--- src/sv/assert_macros.svh ---
// ----------------------------------------------------------------------------
// assert_macros
// Assertion helpers used by the top-level RTL file.
// ----------------------------------------------------------------------------
`ifndef ASSERT_MACROS_SVH
`define ASSERT_MACROS_SVH

// Same-cycle implication, sampled on the rising clock, off during reset.
`define ASSERT_IMPL(label, clk, rst_n, ante, cons) \
    label: assert property (@(posedge clk) disable iff (!rst_n) (ante) |-> (cons)) \
        else $error("assertion failed");

// Next-cycle implication, sampled on the rising clock, off during reset.
`define ASSERT_NEXT(label, clk, rst_n, ante, cons) \
    label: assert property (@(posedge clk) disable iff (!rst_n) (ante) |=> (cons)) \
        else $error("assertion failed");

`endif

--- src/sv/sfpd_pkg.sv ---
// ----------------------------------------------------------------------------
// sfpd_pkg
// Shared types and constants of the sync framed packet deframer.
// ----------------------------------------------------------------------------
package sfpd_pkg;

    localparam int IDX_W         = 17;
    localparam int QUEUE_DEPTH   = 4;

    // Stream byte codes
    localparam logic [7:0] SYNC_BYTE  = 8'hAA;
    localparam logic [7:0] ZERO_BYTE  = 8'h00;
    localparam logic [7:0] CHAR_A     = 8'h41;
    localparam logic [7:0] CHAR_V     = 8'h56;
    localparam logic [7:0] CHAR_S     = 8'h53;

    // Packet kinds
    localparam logic [1:0] KIND_VIDEO   = 2'd0;
    localparam logic [1:0] KIND_SECTION = 2'd1;
    localparam logic [1:0] KIND_EMPTY   = 2'd2;

    // One queue entry: a single result, or the held-back first type byte paired with the second
    typedef struct packed {
        logic [7:0]       byte_a;
        logic [7:0]       byte_b;
        logic [IDX_W-1:0] idx;
        logic [1:0]       kind;
        logic             last;
        logic             pair;
    } t_entry;

    // Queue status seen by both sides
    typedef struct packed {
        logic full;
        logic empty;
    } t_q_stat;

endpackage

--- src/sv/sfpd_front.sv ---
// ----------------------------------------------------------------------------
// sfpd_front
// Sync hunt, packet type classification and length tracking; one byte per
// cycle while the queue has room, pushes finished results into the queue.
// ----------------------------------------------------------------------------
module sfpd_front (
    input  logic                          i_clk,
    input  logic                          i_rst_n,
    input  logic                          i_valid,
    input  logic [7:0]                    i_data_byte,
    output logic                          o_ready,
    input  sfpd_pkg::t_q_stat             i_q_stat,
    output logic                          o_push,
    output sfpd_pkg::t_entry              o_entry
);

    typedef enum logic [7:0] {
        PH_SYNC0   = 8'b0000_0001,
        PH_SYNC1   = 8'b0000_0010,
        PH_SYNC2   = 8'b0000_0100,
        PH_SYNC3   = 8'b0000_1000,
        PH_TYPE    = 8'b0001_0000,
        PH_HEADER  = 8'b0010_0000,
        PH_PAYLOAD = 8'b0100_0000,
        PH_TAIL    = 8'b1000_0000
    } t_phase;

    localparam int W = sfpd_pkg::IDX_W;

    t_phase         r_phase, n_phase;
    logic [W-1:0]   r_byte_count, n_byte_count;
    logic [1:0]     r_kind, n_kind;
    logic [W-1:0]   r_payload_len, n_payload_len;
    logic [7:0]     r_held_first, n_held_first;
    logic [7:0]     r_held_high, n_held_high;

    logic           accept;
    logic [W-1:0]   bc_inc;
    logic [W-1:0]   len_calc;
    logic [W-1:0]   tail_len;
    logic [7:0]     b;

    assign o_ready = !i_q_stat.full;
    assign accept  = i_valid && o_ready;
    assign b       = i_data_byte;
    assign bc_inc  = r_byte_count + W'(1);

    // Tail is one byte longer for a section whose payload end index is odd
    assign tail_len = (r_kind == sfpd_pkg::KIND_SECTION && r_payload_len[0]) ? W'(5) : W'(4);

    // Per-byte state update and result build
    always_comb begin
        n_phase       = r_phase;
        n_byte_count  = r_byte_count;
        n_kind        = r_kind;
        n_payload_len = r_payload_len;
        n_held_first  = r_held_first;
        n_held_high   = r_held_high;
        len_calc      = r_payload_len;
        o_push        = 1'b0;
        o_entry.byte_a = b;
        o_entry.byte_b = b;
        o_entry.idx    = r_byte_count;
        o_entry.kind   = r_kind;
        o_entry.last   = 1'b0;
        o_entry.pair   = 1'b0;
        if (accept) begin
            unique case (r_phase)
                PH_SYNC0: begin
                    n_phase = (b == sfpd_pkg::SYNC_BYTE) ? PH_SYNC1 : PH_SYNC0;
                end
                PH_SYNC1: begin
                    n_phase = (b == sfpd_pkg::SYNC_BYTE) ? PH_SYNC2 : PH_SYNC0;
                end
                PH_SYNC2: begin
                    n_phase = (b == sfpd_pkg::SYNC_BYTE) ? PH_SYNC3 : PH_SYNC0;
                end
                PH_SYNC3: begin
                    if (b == sfpd_pkg::ZERO_BYTE) begin
                        n_phase      = PH_TYPE;
                        n_byte_count = '0;
                    end else if (b != sfpd_pkg::SYNC_BYTE) begin
                        n_phase = PH_SYNC0;
                    end
                end
                PH_TYPE: begin
                    if (r_byte_count == '0) begin
                        // first type byte is held back
                        n_held_first = b;
                        n_byte_count = W'(1);
                    end else begin
                        o_push         = 1'b1;
                        o_entry.byte_a = r_held_first;
                        o_entry.idx    = '0;
                        o_entry.pair   = 1'b1;
                        n_byte_count   = W'(2);
                        if (r_held_first == sfpd_pkg::CHAR_A && b == sfpd_pkg::CHAR_V) begin
                            n_kind  = sfpd_pkg::KIND_VIDEO;
                            n_phase = PH_HEADER;
                        end else if (r_held_first == sfpd_pkg::CHAR_S) begin
                            n_kind  = sfpd_pkg::KIND_SECTION;
                            n_phase = PH_HEADER;
                        end else if (r_held_first == sfpd_pkg::ZERO_BYTE) begin
                            n_kind        = sfpd_pkg::KIND_EMPTY;
                            n_payload_len = W'(2);
                            n_phase       = PH_TAIL;
                        end else begin
                            // unknown type: drop both bytes, hunt again
                            o_push       = 1'b0;
                            n_byte_count = r_byte_count;
                            n_phase      = PH_SYNC0;
                        end
                        o_entry.kind = n_kind;
                    end
                end
                PH_HEADER: begin
                    o_push       = 1'b1;
                    n_byte_count = bc_inc;
                    if (r_kind == sfpd_pkg::KIND_VIDEO) begin
                        len_calc = W'(8) + W'({r_held_high, b});
                        if (bc_inc == W'(7)) begin
                            n_held_high = b;
                        end else if (bc_inc == W'(8)) begin
                            n_payload_len = len_calc;
                            n_phase       = (bc_inc == len_calc) ? PH_TAIL : PH_PAYLOAD;
                        end
                    end else if (r_kind == sfpd_pkg::KIND_SECTION) begin
                        len_calc = W'(5) + W'({r_held_high[3:0], b});
                        if (bc_inc == W'(4)) begin
                            n_held_high = b;
                        end else if (bc_inc == W'(5)) begin
                            n_payload_len = len_calc;
                            n_phase       = (bc_inc == len_calc) ? PH_TAIL : PH_PAYLOAD;
                        end
                    end
                end
                PH_PAYLOAD: begin
                    o_push       = 1'b1;
                    n_byte_count = bc_inc;
                    if (bc_inc >= r_payload_len) begin
                        n_phase = PH_TAIL;
                    end
                end
                PH_TAIL: begin
                    o_push       = 1'b1;
                    n_byte_count = bc_inc;
                    if (bc_inc >= r_payload_len + tail_len) begin
                        o_entry.last = 1'b1;
                        n_phase      = PH_SYNC0;
                    end
                end
                default: begin
                    n_phase = PH_SYNC0;
                end
            endcase
        end
    end

    // State registers
    always_ff @(posedge i_clk) begin
        if (!i_rst_n) begin
            r_phase       <= PH_SYNC0;
            r_byte_count  <= '0;
            r_kind        <= '0;
            r_payload_len <= '0;
            r_held_first  <= '0;
            r_held_high   <= '0;
        end else begin
            r_phase       <= n_phase;
            r_byte_count  <= n_byte_count;
            r_kind        <= n_kind;
            r_payload_len <= n_payload_len;
            r_held_first  <= n_held_first;
            r_held_high   <= n_held_high;
        end
    end

endmodule

--- src/sv/sfpd_queue.sv ---
// ----------------------------------------------------------------------------
// sfpd_queue
// Small FIFO of result entries between the parser and the output stage.
// ----------------------------------------------------------------------------
module sfpd_queue #(
    parameter int DEPTH = sfpd_pkg::QUEUE_DEPTH
) (
    input  logic                 i_clk,
    input  logic                 i_rst_n,
    input  logic                 i_push,
    input  sfpd_pkg::t_entry     i_entry,
    input  logic                 i_pop,
    output sfpd_pkg::t_entry     o_head,
    output sfpd_pkg::t_q_stat    o_stat
);

    localparam int PTR_W = (DEPTH > 1) ? $clog2(DEPTH) : 1;
    localparam int CNT_W = $clog2(DEPTH + 1);

    sfpd_pkg::t_entry   r_mem [DEPTH];
    logic [PTR_W-1:0]   r_wr_ptr, r_rd_ptr;
    logic [CNT_W-1:0]   r_count;

    assign o_head       = r_mem[r_rd_ptr];
    assign o_stat.full  = (r_count == CNT_W'(DEPTH));
    assign o_stat.empty = (r_count == '0);

    // Entry storage
    always_ff @(posedge i_clk) begin
        if (i_push) begin
            r_mem[r_wr_ptr] <= i_entry;
        end
    end

    // Pointers and fill count
    always_ff @(posedge i_clk) begin
        if (!i_rst_n) begin
            r_wr_ptr <= '0;
            r_rd_ptr <= '0;
            r_count  <= '0;
        end else begin
            if (i_push) begin
                r_wr_ptr <= (r_wr_ptr == PTR_W'(DEPTH - 1)) ? '0 : r_wr_ptr + PTR_W'(1);
            end
            if (i_pop) begin
                r_rd_ptr <= (r_rd_ptr == PTR_W'(DEPTH - 1)) ? '0 : r_rd_ptr + PTR_W'(1);
            end
            if (i_push && !i_pop) begin
                r_count <= r_count + CNT_W'(1);
            end else if (i_pop && !i_push) begin
                r_count <= r_count - CNT_W'(1);
            end
        end
    end

endmodule

--- src/sv/sfpd_back.sv ---
// ----------------------------------------------------------------------------
// sfpd_back
// Output stage: splits type-pair entries into two results and drives the
// registered output channel.
// ----------------------------------------------------------------------------
module sfpd_back (
    input  logic                          i_clk,
    input  logic                          i_rst_n,
    input  sfpd_pkg::t_entry              i_head,
    input  sfpd_pkg::t_q_stat             i_q_stat,
    output logic                          o_pop,
    output logic                          o_valid,
    input  logic                          i_ready,
    output logic [7:0]                    o_packet_byte,
    output logic [sfpd_pkg::IDX_W-1:0]    o_byte_index,
    output logic [1:0]                    o_packet_kind,
    output logic                          o_last
);

    localparam int W = sfpd_pkg::IDX_W;

    logic           r_valid;
    logic           r_half;
    logic [7:0]     r_byte;
    logic [W-1:0]   r_idx;
    logic [1:0]     r_kind;
    logic           r_last;
    logic           load;

    // Load a new result when the output register is free or being drained
    assign load  = !i_q_stat.empty && (!r_valid || i_ready);
    // A pair entry leaves the queue only with its second byte
    assign o_pop = load && (!i_head.pair || r_half);

    always_ff @(posedge i_clk) begin
        if (!i_rst_n) begin
            r_valid <= 1'b0;
            r_half  <= 1'b0;
        end else begin
            if (load) begin
                r_valid <= 1'b1;
                r_half  <= i_head.pair && !r_half;
            end else if (i_ready) begin
                r_valid <= 1'b0;
            end
        end
    end

    // Payload register
    always_ff @(posedge i_clk) begin
        if (load) begin
            r_byte <= r_half ? i_head.byte_b : i_head.byte_a;
            r_idx  <= r_half ? W'(1) : i_head.idx;
            r_kind <= i_head.kind;
            r_last <= i_head.last;
        end
    end

    assign o_valid       = r_valid;
    assign o_packet_byte = r_byte;
    assign o_byte_index  = r_idx;
    assign o_packet_kind = r_kind;
    assign o_last        = r_last;

endmodule

--- src/sv/sync_framed_packet_deframer_core.sv ---
// Sync framed packet deframer. Takes one stream byte per cycle and, after the
// sync pattern AA AA AA (more AA allowed) 00, emits every packet byte with its
// index, kind (video, section, empty) and a last flag. Input accepts one byte
// per cycle whenever the result queue (QUEUE_DEPTH entries) has room; results
// leave at one per cycle from a registered output while i_ready is high. The
// two packet type bytes come out as one queue entry split into two results;
// the queue absorbs the extra output transfer. With an empty queue, a result
// is written into the queue and then loaded into the output register.
// ----------------------------------------------------------------------------
// sync_framed_packet_deframer_core
// Top level: parser front end, result queue and output stage.
// ----------------------------------------------------------------------------
`include "assert_macros.svh"

module sync_framed_packet_deframer_core #(
    parameter int QUEUE_DEPTH = sfpd_pkg::QUEUE_DEPTH
) (
    input  logic                          i_clk,
    input  logic                          i_rst_n,
    input  logic                          i_valid,
    output logic                          o_ready,
    input  logic [7:0]                    i_data_byte,
    output logic                          o_valid,
    input  logic                          i_ready,
    output logic [7:0]                    o_packet_byte,
    output logic [sfpd_pkg::IDX_W-1:0]    o_byte_index,
    output logic [1:0]                    o_packet_kind,
    output logic                          o_last
);

    sfpd_pkg::t_q_stat  q_stat;
    sfpd_pkg::t_entry   push_entry;
    sfpd_pkg::t_entry   head_entry;
    logic               push;
    logic               pop;

    sfpd_front u_front (
        .i_clk       (i_clk),
        .i_rst_n     (i_rst_n),
        .i_valid     (i_valid),
        .i_data_byte (i_data_byte),
        .o_ready     (o_ready),
        .i_q_stat    (q_stat),
        .o_push      (push),
        .o_entry     (push_entry)
    );

    sfpd_queue #(
        .DEPTH (QUEUE_DEPTH)
    ) u_queue (
        .i_clk   (i_clk),
        .i_rst_n (i_rst_n),
        .i_push  (push),
        .i_entry (push_entry),
        .i_pop   (pop),
        .o_head  (head_entry),
        .o_stat  (q_stat)
    );

    sfpd_back u_back (
        .i_clk         (i_clk),
        .i_rst_n       (i_rst_n),
        .i_head        (head_entry),
        .i_q_stat      (q_stat),
        .o_pop         (pop),
        .o_valid       (o_valid),
        .i_ready       (i_ready),
        .o_packet_byte (o_packet_byte),
        .o_byte_index  (o_byte_index),
        .o_packet_kind (o_packet_kind),
        .o_last        (o_last)
    );

    // Queue never overflows or underflows
    `ASSERT_IMPL(a_no_overflow, i_clk, i_rst_n, push, !q_stat.full)
    `ASSERT_IMPL(a_no_underflow, i_clk, i_rst_n, pop, !q_stat.empty)
    // A push into an empty queue is visible next cycle
    `ASSERT_NEXT(a_push_lands, i_clk, i_rst_n, push && q_stat.empty, !q_stat.empty)
    // Shortest packet (empty) ends at index 5
    `ASSERT_IMPL(a_last_min_index, i_clk, i_rst_n, o_valid && o_last,
                 o_byte_index >= sfpd_pkg::IDX_W'(5))

endmodule
--- config.mk ---
export PLATFORM = sky130hd
export DESIGN_NAME = sync_framed_packet_deframer_core
export DESIGN_NICKNAME = d
export VERILOG_FILES = /design/src/sv/sfpd_pkg.sv /design/src/sv/sfpd_front.sv /design/src/sv/sfpd_queue.sv /design/src/sv/sfpd_back.sv /design/src/sv/sync_framed_packet_deframer_core.sv
export VERILOG_INCLUDE_DIRS = /design/src /design/src/sv
export SDC_FILE = /design/constraint.sdc
export NUM_CORES = 1
export LEC_CHECK = 0
export BUFFER_PORTS_ARGS = -buffer_cell sky130_fd_sc_hd__buf_2
export CORE_MARGIN = 5
export CORE_UTILIZATION = 68
export CTS_CLUSTER_SIZE = 12
export DETAILED_ROUTE_END_ITERATION = 16
export HOLD_SLACK_MARGIN = 0.15
export PLACE_DENSITY = 0.86
export SYNTH_ARGS = -nofsm -noshare
export SYNTH_HDL_FRONTEND = slang
export SYNTH_HIERARCHICAL = 1
export SYNTH_SLANG_ARGS = --single-unit
--- constraint.sdc ---
create_clock -name i_clk -period 5.7 [get_ports i_clk]
set_input_delay 0.57 -clock i_clk [delete_from_list [all_inputs] [get_ports i_clk]]
set_output_delay 0.57 -clock i_clk [all_outputs]
set_load 0.01 [all_outputs]
==> results.sh, run 1 <==
export IMPL_syn_area_per_cell_um2=11.8
export IMPL_fin_skew_ns=0.0284
export IMPL_tightest_slew_ns=1.19
export IMPL_ys_seq_elements=247
export IMPL_rsz0062_at_grt="false"
export IMPL_clk_path_buf_depth=3
export IMPL_first_pass_iters=5
export IMPL_fin_ws_ns=1.40
export IMPL_finalHoldViolCount=0
export IMPL_place_gp_congestion=1.04
export IMPL_cts_num_sinks=247
export IMPL_synth_edf_count=176
export IMPL_cts_tree="built"
export IMPL_total_power_mw=4.36
export IMPL_final_util_pct=74.4
export IMPL_htreeDepth=1
export IMPL_grt_max_degree=55
export IMPL_portBuffers=41
export IMPL_area_delta_synth_final_pct=7.51
export IMPL_synth_cells=1096
export IMPL_setup_viol=0
export IMPL_synth_top_area_share_pct=40.8
export IMPL_peakVddDrop_mv=0.339
export IMPL_worst_path_max_fanout=10
export IMPL_cts_setup_buffers=0
export IMPL_power_leakage_nw=5.03
export IMPL_final_setup_tns_ns=0
export IMPL_cts_made_buffers=26
export IMPL_rows=50
export IMPL_num_vias=9018
export IMPL_avgRoutedWirePerCell_um=21.9
export IMPL_synthArstFlopShare_pct=0
export IMPL_post_route_min_period_ns=4.30
export IMPL_syn_area_um2=12900
export IMPL_fmax_mhz=233
export IMPL_hold_buffers=0
export IMPL_syn_num_nets=1156
export IMPL_holdCritStartpoint="i_ready"
export IMPL_placed_area_um2=13100
export IMPL_worstHoldPathCells=3
export IMPL_clock_power_share_pct=35.1
export IMPL_synthTopCellsByCount="edfxtp_1, nor2_1, nand2_1, dfxtp_1, xnor2_1"
export IMPL_worstSkewPairLatency_ns=0.54
export IMPL_maxSlewViolCount=0
export IMPL_rrSetupSlack_ns=1.40
export IMPL_worstPathArrival_ns=4.50
export IMPL_drt_total_wl_um=29800
export IMPL_via_per_inst=6.63
export IMPL_drc=0
export IMPL_pwr_share_seq_pct=49.2
export IMPL_rr_endpoint="u_queue/r_mem[2][1]"
export IMPL_path_class="reg -> reg"
export IMPL_clockRootBuffer="clkbuf_16"
export IMPL_cp_end_kind="register"
export IMPL_ant_nets=0
export IMPL_overflow=0
export IMPL_antenna_found_initial=0
export IMPL_track_usage_pct=27.5
export IMPL_rr_worst_depth=13
export IMPL_start_kind="register"
export IMPL_yosys_warnings=6
export IMPL_die_x_um=148
export IMPL_fin_cells=1360
export IMPL_internal_power_mw=3.27
export IMPL_preCtsSetupSlack_ns=1.50
export IMPL_cts_resized=0
export IMPL_initial_core_util_pct=69.2
export IMPL_hold_path_class="in -> reg"
export IMPL_r2r_start="u_front/r_byte_count[0]"
export IMPL_antenna_cells=0
export IMPL_synth_area_leaders="edfxtp_1, dfxtp_1, mux4_2, ha_1, xnor2_1"
export IMPL_whs_ns=0.380
export IMPL_io_pin_count=42
export IMPL_final_area_um2=13900
export IMPL_synth_cell_type_count=81
export IMPL_fin_crit_sh_pct=75.4
export IMPL_p_switching_mw=1.09
export IMPL_synthMostInstantiatedCell="edfxtp_1"
export IMPL_dp_cells=1312
export IMPL_die_y_um=148
export IMPL_combPwrFrac_pct=15.7
export IMPL_grt_pass1_wl_um=47400
export IMPL_synthFlopType="edfxtp_1"
export IMPL_grt_pass1_vias=8827
export IMPL_drive_gt1_share_pct=13.2
export IMPL_finalNetCount=1166
export IMPL_run_status="complete, no violations"
export IMPL_core_area_um2=18700
export IMPL_seq_area_frac_synth_pct=51.8
export IMPL_required_ns=5.90
export IMPL_synth_area_leader_cell="edfxtp_1"
export IMPL_cellPowerDensity_nw_per_um2=313
export IMPL_dp_hpwl_um=20600
export IMPL_netSwitchingFraction_pct=24.9
export IMPL_whs_endpoint="u_back/o_valid"
export IMPL_clk_pin_slew_worst_paths_ns=0.06
export IMPL_drv_cap=0
export IMPL_drt_initial_drc_count=931
export IMPL_die_area_um2=21900
export IMPL_max_slew_margin_pct=20.6
-- area by class of cell --
type                       count  area [um2]
clock buffer                  41         727
clock inverter                 7        63.8
fill                        1233        4790
inverter                      44         165
multi-input combinational    738        5700
sequential                   247        6710
tap                          234         293
timing repair buffer          49         265
-- critical path, cell delays in order, from the launching register on --
cell,delay (ns)
dfxtp_1,0.58
ha_1,0.44
nand4_1,0.28
nor4_1,0.42
xnor2_1,0.22
inv_1,0.13
ha_1,0.32
nand4_1,0.15
o22ai_1,0.17
a221oi_1,0.11
o31ai_1,0.11
maj3_1,0.21
nand4_1,0.09
a211oi_1,0.74
-- logic make-up (layout without fill, tap and decap cells) --
logic type                 count (synthesis)  count (layout)  share of synthesized area [%]
adders and majority gates                 49              49                           4.77
muxes                                     76              76                           9.80
buffers and inverters                    111             141                           4.28
and+or+nand+nor                          397             397                           16.3
DFF                                      247             247                           51.8
AOI/OAI and AO/OA                        138             138                           7.28
xor gates and xnor gates                  78              78                           5.81
-- power groups by stage --
| stage | Sequential [mW] | Combinational, mW | Clock (mW) |
|---|---|---|---|
| 2_1_floorplan | 2.24 | 0.462 | 0 |
| 3_5_place_dp | 2.18 | 0.694 | 0 |
| 5_1_grt | 2.16 | 0.749 | 1.65 |
| 6_report | 2.14 | 0.684 | 1.53 |
| 3_3_place_gp | 2.18 | 0.681 | 0 |
| 4_1_cts | 2.15 | 0.697 | 1.55 |
-- worst max-delay path by stage --
stage,startpoint,endpoint,cells past startpoint
detailed placement,u_front/r_byte_count[0],u_front/r_phase[4],15
floorplan,u_front/r_phase[0],u_queue/r_mem[0][0],10
global route,u_front/r_byte_count[0],u_front/r_phase[7],15
finish,u_front/r_byte_count[0],u_queue/r_mem[2][1],13
global placement,u_front/r_byte_count[0],u_front/r_phase[4],15
CTS,u_front/r_byte_count[0],u_front/r_phase[4],15
-- registers in the layout (all words and copies together) (netlist names), named ones only --
register               flops
u_queue/r_mem            148
u_back/o_byte_index       17
u_front/r_byte_count      17
u_front/r_payload_len     17
u_back/o_packet_byte       8
u_front/r_held_first       8
u_front/r_held_high        8
u_front/r_phase            8
u_queue/r_count            3
u_back/o_packet_kind       2
u_front/r_kind             2
u_queue/r_rd_ptr           2
u_queue/r_wr_ptr           2
u_back/o_last              1
u_back/o_valid             1
u_back/r_half              1
-- routing by layer --
metal / up-vias / global-route usage, % / wire length, um
met2: 479 / 44.3 / 13900
met5: - / 0 / 0
met1: 4344 / 38.0 / 12100
met3: 97 / 4.75 / 2650
met4: 0 / 9.88 / 1170
li1: 4098 / - / -
-- layout by cell type, fill, tap and decap left out, types with 5 or more instances in the layout --
| master | instances |
|---|---|
| a21boi_0 | 5 |
| and2b_1 | 10 |
| o21a_1 | 5 |
| nand3_1 | 36 |
| xor2_1 | 20 |
| or2_2 | 6 |
| ha_1 | 47 |
| nor3_1 | 26 |
| mux4_2 | 30 |
| nor2b_1 | 15 |
| nor3b_1 | 7 |
| a22oi_1 | 9 |
| nor4b_1 | 5 |
| a21o_1 | 5 |
| buf_4 | 8 |
| o21ai_0 | 28 |
| clkbuf_16 | 26 |
| inv_1 | 43 |
| mux4_1 | 7 |
| or4_1 | 6 |
| dfxtp_1 | 70 |
| edfxtp_1 | 176 |
| and4_1 | 6 |
| mux2i_1 | 30 |
| xnor3_1 | 5 |
| mux2_2 | 7 |
| nand2_1 | 78 |
| and2_1 | 18 |
| buf_2 | 41 |
| or3_1 | 11 |
| clkbuf_1 | 13 |
| nand4_1 | 35 |
| nor2_1 | 91 |
| a211oi_1 | 6 |
| xnor2_1 | 53 |
| nor4_1 | 14 |
| and3_1 | 7 |
| a21oi_1 | 27 |
| o31ai_1 | 17 |
No activity file was read; power rests on OpenSTA's default activity.
==> run 2: changes to the inputs <==
--- a/config.mk
+++ b/config.mk
@@ -8,11 +8,11 @@
 export LEC_CHECK = 0
 export BUFFER_PORTS_ARGS = -buffer_cell sky130_fd_sc_hd__buf_2
 export CORE_MARGIN = 5
-export CORE_UTILIZATION = 68
+export CORE_UTILIZATION = 57
 export CTS_CLUSTER_SIZE = 12
 export DETAILED_ROUTE_END_ITERATION = 16
 export HOLD_SLACK_MARGIN = 0.15
-export PLACE_DENSITY = 0.86
+export PLACE_DENSITY = 0.77
 export SYNTH_ARGS = -nofsm -noshare
 export SYNTH_HDL_FRONTEND = slang
 export SYNTH_HIERARCHICAL = 1
==> constraint.sdc (replaced) <==
create_clock -name i_clk -period 3.4 [get_ports i_clk]
set_input_delay 0.34 -clock i_clk [delete_from_list [all_inputs] [get_ports i_clk]]
set_output_delay 0.34 -clock i_clk [all_outputs]
set_load 0.01 [all_outputs]
==> results.sh, run 2 (synthesized netlist as in run 1, its figures left out) <==
export IMPL_run_status="complete, but fails checks"
export IMPL_violations="negative setup slack"
export IMPL_path_cells="nand4_1, nor4_2, xnor2_1, inv_1, ha_1, nand4_1, o22ai_2, a221oi_2, o31ai_2, buf_4, maj3_2, nand4_1, a211oi_4"
export IMPL_r2r_start="u_front/r_byte_count[8]"
export IMPL_cellPowerDensity_nw_per_um2=482
export IMPL_crit_cells=13
export IMPL_clk_path_buf_depth=3
export IMPL_clockRootBuffer="clkbuf_16"
export IMPL_drive_gt1_share_pct=28.2
export IMPL_ant_nets=0
export IMPL_fin_crit_sh_pct=105
export IMPL_max_slew_margin_pct=43.4
export IMPL_final_area_um2=15600
export IMPL_fin_ws_ns=-0.182
export IMPL_track_usage_pct=25.2
export IMPL_area_delta_synth_final_pct=20.6
export IMPL_rr_worst_depth=13
export IMPL_portBuffers=41
export IMPL_layout_commonest_cell="edfxtp_1"
export IMPL_path_buf_inv=2
export IMPL_holdCritStartpoint="i_ready"
export IMPL_cp_end_kind="register"
export IMPL_die_x_um=161
export IMPL_initial_core_util_pct=57.5
export IMPL_drc=0
export IMPL_whs_ns=0.204
export IMPL_die_area_um2=25800
export IMPL_fin_skew_ns=0.0165
export IMPL_dp_cells=1506
export IMPL_slowest_delay_ns=0.43
export IMPL_clk_pin_slew_worst_paths_ns=0.06
export IMPL_drv_cap=0
export IMPL_htreeDepth=1
export IMPL_whs_endpoint="u_back/o_valid"
export IMPL_worst_path_max_fanout=4
export IMPL_post_route_min_period_ns=3.58
export IMPL_die_y_um=161
export IMPL_grt_max_degree=38
export IMPL_most_common_layout_cells="edfxtp_1, buf_4, nor2_1, nand2_1, dfxtp_1"
export IMPL_maxSlewViolCount=0
export IMPL_required_ns=3.65
export IMPL_dp_hpwl_um=22900
export IMPL_placed_area_um2=14400
export IMPL_antenna_cells=0
export IMPL_cts_tree="built"
export IMPL_setup_viol=12
export IMPL_drt_initial_drc_count=935
export IMPL_rows=55
export IMPL_fin_cells=1575
export IMPL_worstPathArrival_ns=3.83
export IMPL_path_class="reg -> reg"
export IMPL_hold_path_class="in -> reg"
export IMPL_largest_reg_flops=148
export IMPL_largest_register="u_queue/r_mem"
export IMPL_rr_endpoint="u_queue/r_mem[0][1]"
export IMPL_rsz0062_at_grt="true"
export IMPL_crit_slowest_cell="nor4_2"
export IMPL_avgRoutedWirePerCell_um=21.2
export IMPL_grt_pass1_wl_um=52300
export IMPL_finalHoldViolCount=0
export IMPL_first_pass_iters=6
export IMPL_rrSetupSlack_ns=-0.18
export IMPL_peakVddDrop_mv=0.344
export IMPL_via_per_inst=6.13
export IMPL_crit_top_cell="nand4_1"
export IMPL_core_area_um2=22500
export IMPL_place_gp_congestion=1.04
export IMPL_hold_buffers=0
export IMPL_antenna_found_initial=0
export IMPL_cts_num_sinks=247
export IMPL_power_leakage_nw=5.97
export IMPL_worstHoldPathCells=3
export IMPL_fmax_mhz=279
export IMPL_finalNetCount=1330
export IMPL_cts_made_buffers=26
export IMPL_cp_top_family="simple AND/OR/NAND/NOR gates"
export IMPL_worstSkewPairLatency_ns=0.52
export IMPL_tightest_slew_ns=0.828
export IMPL_start_kind="register"
export IMPL_grt_pass1_vias=9669
export IMPL_num_vias=9650
export IMPL_drt_total_wl_um=33400
export IMPL_io_pin_count=42
export IMPL_overflow=0
run 2: cell types whose count changed in the layout (fill, tap and decap cells not counted), sizes merged:
| cell | before | now |
|---|---|---|
| a21oi | 28 | 29 |
| buf | 49 | 212 |
| bufinv | 0 | 2 |
| clkbuf | 41 | 39 |
run 2: final cells by class:
cell class                 count  area (um2)
timing repair buffer         212        1560
fill                        1541        6880
clock inverter                 9        93.8
clock buffer                  39         721
sequential                   247        6720
tap                          285         357
inverter                      44         165
multi-input combinational    739        6010
run 2: timing repair:
action / CTS / global route
pin swaps: 25 / 31
setup endpoints to repair: 15 / 22
resized for setup: 23 / 34
cloned: 0 / 1
buffers inserted: 10 / 12
run 2: worst max-delay path by stage:
stage	start	endpoint	slack (ns)
2_1_floorplan	u_front/r_held_first[2]	u_queue/r_count[2]	0.008
3_3_place_gp	u_front/r_kind[1]	u_front/r_phase[0]	-0.69
3_5_place_dp	u_front/r_kind[1]	u_front/r_phase[0]	-0.79
4_1_cts	u_front/r_kind[1]	u_front/r_phase[4]	-0.08
5_1_grt	u_front/r_byte_count[8]	u_front/r_phase[3]	-0.37
6_report	u_front/r_byte_count[8]	u_queue/r_mem[0][1]	-0.18
run 2: worst min-delay path, delay by kind of cell:
kind	cells	cell delay, ns
simple gates	1	0.07
buf+inv	1	0.07
compound gates	1	0.18
run 2: power by group:
group          total [mW]  internal (mW)  leakage, nW  switching [mW]
logic                1.25          0.540         3.33           0.709
clock network        2.71           1.61        0.392            1.10
registers            3.58           3.51         2.24          0.0633
total                7.53           5.66         5.97            1.87
run 2: per-layer routing:
| layer | vias up | GRT usage (%) | wire [um] |
|---|---|---|---|
| li1 | 4414 | - | - |
| met1 | 4682 | 34.0 | 13700 |
| met2 | 450 | 42.2 | 15800 |
| met3 | 104 | 3.62 | 2500 |
| met4 | 0 | 8.88 | 1390 |
| met5 | - | 0 | 0 |
run 2: stage by stage:
| stage | util (%) | power [mW] | setup WS [ns] | setup TNS (ns) |
|---|---|---|---|---|
| after CTS | 68.3 | 7.59 | -0.0828 | -0.614 |
| after detailed placement | 63.9 | 4.87 | -0.786 | -7.35 |
| final | 69.4 | 7.53 | -0.182 | -1.57 |
| after global routing | 69.4 | 7.85 | -0.370 | -3.79 |
| after floorplan | - | 4.55 | 0.00785 | 0 |
| after global placement | 63.9 | 4.84 | -0.694 | -6.29 |
